--- src/sv/pcx_rle_decoder_assert.svh ---
// assertion macros used by the decoder datapath module
// each expects clk and rst_n in scope
`ifndef PCX_RLE_DECODER_ASSERT_SVH
`define PCX_RLE_DECODER_ASSERT_SVH

// same-cycle implication
`define PCX_ASSERT_HOLD(lbl, ante, cons, msg) \
    lbl: assert property (@(posedge clk) disable iff (!rst_n) (ante) |-> (cons)) \
        else $error(msg);

// next-cycle implication
`define PCX_ASSERT_NEXT(lbl, ante, cons, msg) \
    lbl: assert property (@(posedge clk) disable iff (!rst_n) (ante) |=> (cons)) \
        else $error(msg);

`endif

--- src/sv/pcxrle_pkg.sv ---
`default_nettype none

package pcxrle_pkg;

    localparam int DEF_ADDR_BITS = 24;

    localparam int BYTE_W   = 8;
    localparam int COUNT_W  = 6;
    localparam int BPL_W    = 16;
    localparam int IMG_W    = 24;
    localparam int OFFSET_W = 18;
    localparam int PLANE_W  = 2;
    localparam int OADDR_W  = 24;
    localparam int CFG_IDX_W  = 2;
    localparam int CFG_DATA_W = 24;

    localparam logic [BYTE_W-1:0]  RUN_MARK   = 8'hc0;
    localparam logic [BYTE_W-1:0]  COUNT_MASK = 8'h3f;
    localparam logic [PLANE_W-1:0] PLANE_STEP = 2'd3;

    // configuration register indexes
    localparam logic [CFG_IDX_W-1:0] REG_THREE_PLANES   = 2'd0;
    localparam logic [CFG_IDX_W-1:0] REG_BYTES_PER_LINE = 2'd1;
    localparam logic [CFG_IDX_W-1:0] REG_IMAGE_BYTES    = 2'd2;

    typedef enum logic [0:0] {
        ST_IDLE,
        ST_RUN
    } state_t;

    // controller to datapath
    typedef struct packed {
        logic accept;
        logic step;
    } cmd_t;

    // datapath to controller
    typedef struct packed {
        logic run_start;
        logic run_last;
        logic out_full;
    } stat_t;

endpackage

`default_nettype wire

--- src/sv/pcxrle_ctrl.sv ---
`default_nettype none

module pcxrle_ctrl
(
    input  wire logic               clk,
    input  wire logic               rst_n,
    input  wire logic               s_tvalid,
    input  wire logic               m_tready,
    input  wire pcxrle_pkg::stat_t  stat,
    output pcxrle_pkg::cmd_t        cmd,
    output logic                    s_tready
);

    pcxrle_pkg::state_t state_reg;
    pcxrle_pkg::state_t state_next;

    always_ff @(posedge clk or negedge rst_n)
    begin
        if (!rst_n)
        begin
            state_reg <= pcxrle_pkg::ST_IDLE;
        end
        else
        begin
            state_reg <= state_next;
        end
    end

    always_comb
    begin
        state_next = state_reg;
        unique case (state_reg)
            pcxrle_pkg::ST_IDLE:
            begin
                if (s_tvalid && stat.run_start)
                begin
                    state_next = pcxrle_pkg::ST_RUN;
                end
            end
            pcxrle_pkg::ST_RUN:
            begin
                if ((!stat.out_full || m_tready) && stat.run_last)
                begin
                    state_next = pcxrle_pkg::ST_IDLE;
                end
            end
            default:
            begin
                state_next = pcxrle_pkg::ST_IDLE;
            end
        endcase
    end

    always_comb
    begin
        s_tready   = 1'b0;
        cmd.accept = 1'b0;
        cmd.step   = 1'b0;
        unique case (state_reg)
            pcxrle_pkg::ST_IDLE:
            begin
                s_tready   = 1'b1;
                cmd.accept = s_tvalid;
            end
            pcxrle_pkg::ST_RUN:
            begin
                // one byte per cycle whenever the output register can take it
                cmd.step = !stat.out_full || m_tready;
            end
            default:
            begin
                s_tready = 1'b0;
            end
        endcase
    end

endmodule

`default_nettype wire

--- src/sv/pcxrle_dp.sv ---
`default_nettype none

`include "pcx_rle_decoder_assert.svh"

module pcxrle_dp
#(
    parameter int ADDR_BITS = pcxrle_pkg::DEF_ADDR_BITS
)
(
    input  wire logic                                  clk,
    input  wire logic                                  rst_n,
    input  wire logic                                  cfg_we,
    input  wire logic [pcxrle_pkg::CFG_IDX_W-1:0]      cfg_addr,
    input  wire logic [pcxrle_pkg::CFG_DATA_W-1:0]     cfg_data,
    input  wire logic [pcxrle_pkg::BYTE_W-1:0]         data_byte,
    input  wire logic                                  start_image,
    input  wire logic                                  m_tready,
    input  wire pcxrle_pkg::cmd_t                      cmd,
    output pcxrle_pkg::stat_t                          stat,
    output logic                                       out_valid,
    output logic [pcxrle_pkg::OADDR_W-1:0]             out_addr,
    output logic [pcxrle_pkg::BYTE_W-1:0]              out_value,
    output logic                                       out_last,
    output logic                                       out_done
);

    localparam int LW = (ADDR_BITS > pcxrle_pkg::OADDR_W) ? ADDR_BITS : pcxrle_pkg::OADDR_W;

    // configuration
    logic                                three_planes_reg;
    logic [pcxrle_pkg::BPL_W-1:0]        bpl_reg;
    logic [pcxrle_pkg::IMG_W-1:0]        img_reg;

    // decode and position state
    logic                                awaiting_reg,  awaiting_next;
    logic [pcxrle_pkg::COUNT_W-1:0]      pending_reg,   pending_next;
    logic [pcxrle_pkg::COUNT_W-1:0]      remaining_reg, remaining_next;
    logic [pcxrle_pkg::IMG_W-1:0]        produced_reg,  produced_next;
    logic [pcxrle_pkg::OFFSET_W-1:0]     offset_reg,    offset_next;
    logic [ADDR_BITS-1:0]                lstart_reg,    lstart_next;
    logic [pcxrle_pkg::PLANE_W-1:0]      plane_reg,     plane_next;
    logic [pcxrle_pkg::BYTE_W-1:0]       value_reg,     value_next;
    logic                                out_valid_reg, out_valid_next;

    logic [pcxrle_pkg::OADDR_W-1:0]      oaddr_reg;
    logic [pcxrle_pkg::BYTE_W-1:0]       ovalue_reg;
    logic                                olast_reg;
    logic                                odone_reg;

    // accept-side decode
    logic [pcxrle_pkg::IMG_W-1:0]        prod_eff;
    logic                                awaiting_eff;
    logic [pcxrle_pkg::COUNT_W-1:0]      pending_eff;
    logic                                done_eff;
    logic                                is_count;
    logic [pcxrle_pkg::COUNT_W-1:0]      run_cnt;
    logic                                run_start;

    // step-side address arithmetic
    logic [pcxrle_pkg::OFFSET_W-1:0]     line_len;
    logic [pcxrle_pkg::OFFSET_W-1:0]     off_inc;
    logic                                line_wrap;
    logic [pcxrle_pkg::PLANE_W-1:0]      plane_inc;
    logic [LW-1:0]                       addr_sum;
    logic [LW-1:0]                       prod_w;
    logic [LW-1:0]                       lstart_sum;
    logic [ADDR_BITS-1:0]                addr_a;
    logic [LW-1:0]                       addr_w;
    logic [pcxrle_pkg::IMG_W-1:0]        produced_inc;
    logic                                done_step;

    always_ff @(posedge clk or negedge rst_n)
    begin
        if (!rst_n)
        begin
            three_planes_reg <= 1'b0;
            bpl_reg          <= pcxrle_pkg::BPL_W'(1);
            img_reg          <= pcxrle_pkg::IMG_W'(1);
        end
        else if (cfg_we)
        begin
            unique case (cfg_addr)
                pcxrle_pkg::REG_THREE_PLANES:   three_planes_reg <= cfg_data[0];
                pcxrle_pkg::REG_BYTES_PER_LINE: bpl_reg <= cfg_data[pcxrle_pkg::BPL_W-1:0];
                pcxrle_pkg::REG_IMAGE_BYTES:    img_reg <= cfg_data[pcxrle_pkg::IMG_W-1:0];
                default:
                begin
                end
            endcase
        end
    end

    always_comb
    begin
        prod_eff     = start_image ? '0 : produced_reg;
        awaiting_eff = start_image ? 1'b0 : awaiting_reg;
        pending_eff  = start_image ? '0 : pending_reg;
        done_eff     = prod_eff >= img_reg;
        is_count     = (data_byte & pcxrle_pkg::RUN_MARK) == pcxrle_pkg::RUN_MARK;
        if (awaiting_eff)
        begin
            run_cnt = pending_eff;
        end
        else if (is_count)
        begin
            run_cnt = '0;
        end
        else
        begin
            run_cnt = pcxrle_pkg::COUNT_W'(1);
        end
        run_start = !done_eff && (run_cnt != '0);
    end

    always_comb
    begin
        line_len     = ({2'b00, bpl_reg} << 1) + {2'b00, bpl_reg};
        off_inc      = offset_reg + pcxrle_pkg::OFFSET_W'(pcxrle_pkg::PLANE_STEP);
        line_wrap    = off_inc >= line_len;
        plane_inc    = (plane_reg >= 2'd2) ? 2'd0 : plane_reg + 2'd1;
        addr_sum     = LW'(lstart_reg) + LW'(offset_reg);
        prod_w       = LW'(produced_reg);
        lstart_sum   = LW'(lstart_reg) + LW'(line_len);
        addr_a       = three_planes_reg ? addr_sum[ADDR_BITS-1:0] : prod_w[ADDR_BITS-1:0];
        addr_w       = LW'(addr_a);
        produced_inc = produced_reg + pcxrle_pkg::IMG_W'(1);
        done_step    = produced_inc >= img_reg;
        stat.run_start = run_start;
        stat.run_last  = (remaining_reg == pcxrle_pkg::COUNT_W'(1)) || done_step;
        stat.out_full  = out_valid_reg;
    end

    always_comb
    begin
        awaiting_next  = awaiting_reg;
        pending_next   = pending_reg;
        remaining_next = remaining_reg;
        produced_next  = produced_reg;
        offset_next    = offset_reg;
        lstart_next    = lstart_reg;
        plane_next     = plane_reg;
        value_next     = value_reg;

        if (cmd.accept)
        begin
            if (start_image)
            begin
                awaiting_next = 1'b0;
                pending_next  = '0;
                produced_next = '0;
                offset_next   = '0;
                lstart_next   = '0;
                plane_next    = pcxrle_pkg::PLANE_W'(1);
            end
            // a finished image swallows bytes until the next start
            if (!done_eff)
            begin
                if (awaiting_eff)
                begin
                    awaiting_next  = 1'b0;
                    remaining_next = pending_eff;
                    value_next     = data_byte;
                end
                else if (is_count)
                begin
                    awaiting_next = 1'b1;
                    pending_next  = data_byte[pcxrle_pkg::COUNT_W-1:0];
                end
                else
                begin
                    remaining_next = pcxrle_pkg::COUNT_W'(1);
                    value_next     = data_byte;
                end
            end
        end
        else if (cmd.step)
        begin
            remaining_next = remaining_reg - pcxrle_pkg::COUNT_W'(1);
            produced_next  = produced_inc;
            if (three_planes_reg)
            begin
                if (line_wrap)
                begin
                    offset_next = pcxrle_pkg::OFFSET_W'(plane_reg);
                    plane_next  = plane_inc;
                    // back to plane 0 means a new scan line
                    if (plane_reg == '0)
                    begin
                        lstart_next = lstart_sum[ADDR_BITS-1:0];
                    end
                end
                else
                begin
                    offset_next = off_inc;
                end
            end
        end

        if (cmd.step)
        begin
            out_valid_next = 1'b1;
        end
        else if (m_tready)
        begin
            out_valid_next = 1'b0;
        end
        else
        begin
            out_valid_next = out_valid_reg;
        end
    end

    always_ff @(posedge clk or negedge rst_n)
    begin
        if (!rst_n)
        begin
            awaiting_reg  <= 1'b0;
            pending_reg   <= '0;
            remaining_reg <= '0;
            produced_reg  <= '0;
            offset_reg    <= '0;
            lstart_reg    <= '0;
            plane_reg     <= pcxrle_pkg::PLANE_W'(1);
            out_valid_reg <= 1'b0;
        end
        else
        begin
            awaiting_reg  <= awaiting_next;
            pending_reg   <= pending_next;
            remaining_reg <= remaining_next;
            produced_reg  <= produced_next;
            offset_reg    <= offset_next;
            lstart_reg    <= lstart_next;
            plane_reg     <= plane_next;
            out_valid_reg <= out_valid_next;
        end
    end

    always_ff @(posedge clk)
    begin
        value_reg <= value_next;
        if (cmd.step)
        begin
            oaddr_reg  <= addr_w[pcxrle_pkg::OADDR_W-1:0];
            ovalue_reg <= value_reg;
            olast_reg  <= stat.run_last;
            odone_reg  <= done_step;
        end
    end

    assign out_valid = out_valid_reg;
    assign out_addr  = oaddr_reg;
    assign out_value = ovalue_reg;
    assign out_last  = olast_reg;
    assign out_done  = odone_reg;

    `PCX_ASSERT_HOLD(a_step_has_count, cmd.step, remaining_reg != '0, "step with empty run count")
    `PCX_ASSERT_HOLD(a_no_overwrite, out_valid_reg && !m_tready, !cmd.step, "waiting beat overwritten")
    `PCX_ASSERT_HOLD(a_plane_range, 1'b1, plane_reg != 2'd3, "plane counter out of range")
    `PCX_ASSERT_NEXT(a_start_clears, cmd.accept && start_image, offset_reg == '0 && plane_reg == 2'd1 && lstart_reg == '0 && produced_reg == '0, "start of image did not clear position")

endmodule

`default_nettype wire

--- src/sv/pcx_rle_decoder.sv ---
// PCX run-length decoder. Takes the compressed pixel stream one byte per beat
// on the slave side and gives decoded bytes with their buffer addresses on the
// master side. A literal byte is accepted, then goes out as one output byte;
// a count byte is only accepted; a run of n bytes holds the input while one
// byte per cycle, when the output register can take it, goes out through the
// single output register, which sets the rate. Input is taken again while the
// last byte of a run still waits there. The user must write configuration
// through the cfg port while no run is in progress; it is not enforced.
`default_nettype none

module pcx_rle_decoder
#(
    parameter int ADDR_BITS = pcxrle_pkg::DEF_ADDR_BITS
)
(
    input  wire logic                                  clk,
    input  wire logic                                  rst_n,
    input  wire logic                                  cfg_we,
    input  wire logic [pcxrle_pkg::CFG_IDX_W-1:0]      cfg_addr,
    input  wire logic [pcxrle_pkg::CFG_DATA_W-1:0]     cfg_data,
    input  wire logic                                  s_tvalid,
    output logic                                       s_tready,
    input  wire logic [7:0]                            s_tdata,   // data_byte
    input  wire logic [0:0]                            s_tuser,   // start_image
    output logic                                       m_tvalid,
    input  wire logic                                  m_tready,
    output logic [31:0]                                m_tdata,   // out_addr, out_value
    output logic                                       m_tlast,
    output logic [0:0]                                 m_tuser    // out_done
);

    pcxrle_pkg::cmd_t  cmd;
    pcxrle_pkg::stat_t stat;

    logic [pcxrle_pkg::OADDR_W-1:0] out_addr;
    logic [pcxrle_pkg::BYTE_W-1:0]  out_value;
    logic                           out_done;

    pcxrle_ctrl u_ctrl
    (
        .clk      (clk),
        .rst_n    (rst_n),
        .s_tvalid (s_tvalid),
        .m_tready (m_tready),
        .stat     (stat),
        .cmd      (cmd),
        .s_tready (s_tready)
    );

    pcxrle_dp
    #(
        .ADDR_BITS (ADDR_BITS)
    )
    u_dp
    (
        .clk         (clk),
        .rst_n       (rst_n),
        .cfg_we      (cfg_we),
        .cfg_addr    (cfg_addr),
        .cfg_data    (cfg_data),
        .data_byte   (s_tdata),
        .start_image (s_tuser[0]),
        .m_tready    (m_tready),
        .cmd         (cmd),
        .stat        (stat),
        .out_valid   (m_tvalid),
        .out_addr    (out_addr),
        .out_value   (out_value),
        .out_last    (m_tlast),
        .out_done    (out_done)
    );

    assign m_tdata = {out_value, out_addr};
    assign m_tuser = out_done;

endmodule

`default_nettype wire
--- config.mk ---
export PLATFORM = sky130hd
export DESIGN_NAME = pcx_rle_decoder
export DESIGN_NICKNAME = d
export VERILOG_FILES = /design/src/sv/pcxrle_pkg.sv /design/src/sv/pcxrle_ctrl.sv /design/src/sv/pcxrle_dp.sv /design/src/sv/pcx_rle_decoder.sv
export VERILOG_INCLUDE_DIRS = /design/src /design/src/sv
export SDC_FILE = /design/constraint.sdc
export NUM_CORES = 1
export LEC_CHECK = 0
export BUFFER_PORTS_ARGS = -buffer_cell sky130_fd_sc_hd__buf_4
export CORE_MARGIN = 3
export CORE_UTILIZATION = 61
export CTS_CLUSTER_SIZE = 12
export DETAILED_ROUTE_END_ITERATION = 7
export HOLD_SLACK_MARGIN = 0.06
export PLACE_DENSITY = 0.8
export SYNTH_ARGS = -nofsm -noshare
export SYNTH_HDL_FRONTEND = slang
export SYNTH_SLANG_ARGS = --single-unit
--- constraint.sdc ---
create_clock -name clk -period 9.5 [get_ports clk]
set_input_delay 1.9 -clock clk [delete_from_list [all_inputs] [get_ports clk]]
set_output_delay 1.9 -clock clk [all_outputs]
set_load 0.05 [all_outputs]
==> metrics.md <==
| Metric | Value |
|---|---|
| Status | finished, final reports clean |
| Fin crit period | about 5.0 ns |
| CTS Sinks | 166 |
| Placed Cells | roughly 1,500 |
| Initial DRC Count | 840 |
| Die Y | approximately 140 um |
| Hold slack | roughly 0.42 ns |
| Post-synthesis sequential area ratio | 0.3804 |
| Maximum clock insertion buffer count | 2 |
| Final hold violation count | 0 |
| CTS H-tree lvls | 4 |
| Syn avg cell area | about 9.8 sq um |
| Slew of the pin with the lowest slew margin | about 1.0 ns |
| R2r endpoint | u_dp.lstart_reg[21] |
| Req. time, crit path | 9.85 ns |
| Worst hold path depth | 0 |
| CP Launch Point | u_dp.bpl_reg[0] |
| WL/cell | around 20 um |
| Min setup slack post-route | between 4 and 5 ns |
| Finished Layout Cells | ~1,500 |
| DRT Wirelength | around 29 mm |
| Flop-to-flop setup slack | between 4 and 5 ns |
| Vias per cell | roughly 6.3 |
| Sum Neg Setup Slack | 0 ns |
| Max-cap violations | 0 |
| CTS root buffer | clkbuf_16 |
| Post-synth top flop | dfrtp_1 |
| Routability Congestion | slightly above 0.9 |
| Clock Latency Late Sink | 0.44 ns |
| Max Fclk | just under 0.2 GHz |
| Hold path startpoint | u_dp.value_reg[7] |
| Warnings from Yosys | 0 |
| CTS tree | done |
| Post-Syn Area | around 11,000 sq um |
| Asr flop ratio synth | 0.7470 |
| Min-delay worst type | flip-flop to flip-flop |
| Crit-path max FO | 32 |
| Fraction of layout cells with a size suffix above 1 | 0.1588 |
| DP Wirelength | about 21 mm |
| Kind of critical path | flip-flop to flip-flop |
| Synthesized Nets | approximately 1,300 |
| Skew final | between 0.01 and 0.015 ns |
| Antenna viol nets, final | 0 |
| Startpoint class of the critical path | flip-flop |
| Period utilisation layout | 0.5310 |
| First-pass GRT wire length | 45.84 mm |
| Top Ports | between 70 and 80 |
| Initial Utilization | 0.6306 |
| Library cells used by synthesis | a little under 80 |
| Hold path endpoint | u_dp.out_value[7] |
| PwrDens | roughly 290 nW/um^2 |
| Gate count after technology mapping | approximately 1,200 |
| Die area | 20,510 sq um |
| R2r startpoint | u_dp.bpl_reg[0] |
| DRC Markers | 0 |
| # rows | slightly below 50 |
| Die width | approximately 140 um |
| Vias in the first global route | ~8,800 |
| Synthesized flop and latch total | approximately 170 |
| CTS resizes | 0 |
| PortBufs | 75 |
| Vias | just over 9,000 |
| CTS hold repair buffers | 0 |
| Reg2reg path depth | 19 |
| Worst slack, placed | between 4 and 5 ns |
| CP arrival | 5.39 ns |
| Largest net degree at the start of global routing | 79 |
| Slew Limit Fails | 0 |
| RSZ-0062 raised after global routing | false |
| Nets | approximately 1,400 |
| Area Overhead vs Synth | 11.75% |
| Filler cell count | approximately 1,400 |
| Core area | around 18,000 sq um |
| Slew headroom | 0.3026 |
| Post-CTS Setup Inserts | 0 |
| CTS clk-pin slew, worst paths | 0.07 ns |
| Initial antenna violation count | 0 |
| Max VDD drop | roughly 0.19 mV |
| P_leak | 0.006172 uW |
| # setup viols final | 0 |
| Kind of end point of the critical path | flip-flop |
| Pre-antenna DRT Iters | 6 |
| Number of synthesized flops with an enable pin | 42 |
| Global route overflow | 0 |
| GRT Total Usage | 0.2843 |
| Ant. Diodes | 0 |
| CTS Buf Count | 17 |
## logic make-up after synthesis
logic type / after synthesis / share of synthesized area
muxes: 56 / 0.05459
xor gates and xnor gates: 82 / 0.06255
DFF: 166 / 0.3804
and+or+nand+nor: 339 / 0.1516
buffers and inverters: 104 / 0.03552
AOI/OAI and AO/OA: 301 / 0.1772
adders and majority gates: 125 / 0.1382
## synthesized netlist by cell type, drive strengths merged (7+ instances only)
master  count  share of area
a21oi      69          0.031
and3       21          0.012
a21o       38          0.025
ha        122           0.13
dfrtp     121           0.26
edfxtp     42           0.11
or3        14         0.0081
nand4      11         0.0060
a31oi       7         0.0038
a22o       26          0.020
o21ai      72          0.031
a211oi     12         0.0078
o21a        9         0.0059
nor3       22          0.011
o31ai      14         0.0092
nand3      41          0.019
xnor2      54          0.041
nor2       68          0.022
mux2       53          0.052
nand2b     14         0.0076
nand2      82          0.027
clkbuf     24         0.0087
buf         8         0.0033
inv        72          0.024
and2        9         0.0051
o22ai       7         0.0038
xor2       28          0.021
nor2b      29          0.016
## final cells by class
cell class,instances,area [sq um],share of cell area
Multi-Input combinational cell,903,6709,0.5229
Sequential cell,166,4368,0.3404
Timing Repair Buffer,80,600.6,0.04681
Clock buffer,18,429.2,0.03345
Tap cell,229,286.5,0.02233
Inverter,72,270.3,0.02106
Clock inverter,14,167.7,0.01307
## stage by stage
| stage | area (sq um) | total power, uW | utilization |
|---|---|---|---|
| 2_1_floorplan | 11480 | 2463 | - |
| 3_3_place_gp | 12230 | 2892 | 0.6719 |
| 3_5_place_dp | 12230 | 2940 | 0.6719 |
| 4_1_cts | 12830 | 3671 | 0.7047 |
| 5_1_grt | 12830 | 3921 | 0.7047 |
| 6_report | 12830 | 3680 | 0.7047 |
## layout by cell type (no fill, tap or decap), types with 28 or more instances in the layout
cell type / instances
a21o_1: 35
a21oi_1: 68
buf_4: 80
dfrtp_1: 121
edfxtp_1: 42
ha_1: 122
inv_1: 71
mux2_2: 53
nand2_1: 81
nand3_1: 39
nor2_1: 66
nor2b_1: 29
o21ai_0: 68
xnor2_1: 54
xor2_1: 28
## metal layers
metal | vias to the layer above | GRT usage | share of wire
met5 | - | 0 | 0
met4 | 0 | 0.1001 | 0.027
met3 | 49 | 0.05459 | 0.072
met2 | 395 | 0.4500 | 0.46
met1 | 4468 | 0.3925 | 0.44
li1 | 4412 | - | -
## worst max path at each step
stage / to / slack, ns
after floorplan: u_dp.pending_reg[0] / 4.95
after global placement: u_dp.lstart_reg[21] / 4.80
after detailed placement: u_dp.lstart_reg[21] / 4.59
after CTS: u_dp.lstart_reg[21] / 4.51
after global routing: u_dp.lstart_reg[21] / 4.00
final: u_dp.lstart_reg[21] / 4.46
## power breakdown
group | switching (uW) | internal [uW] | leakage, uW
Clock | 317 | 395 | 0.000284
Sequential | 158 | 931 | 0.00200
Combinational | 1130 | 749 | 0.00389
Total | 1610 | 2080 | 0.00617
## worst max-delay path, cell delays in order (launching register included)
cell and delay [ns]:
dfstp_2 0.55, ha_1 0.21, fa_1 0.24, a21o_1 0.13
a21oi_1 0.11, o21ai_0 0.25, nand3_1 0.14, a31oi_1 0.23
a21oi_1 0.10, o21ai_0 0.51, a21oi_1 0.17, ha_1 0.34
and4_1 0.21, nand2_1 0.05, nor3_1 0.20, a211oi_1 0.18
a21o_2 0.46, a211o_1 0.37, or3_1 0.33, a21oi_1 0.17
No activity file was read; power rests on OpenSTA's default activity.
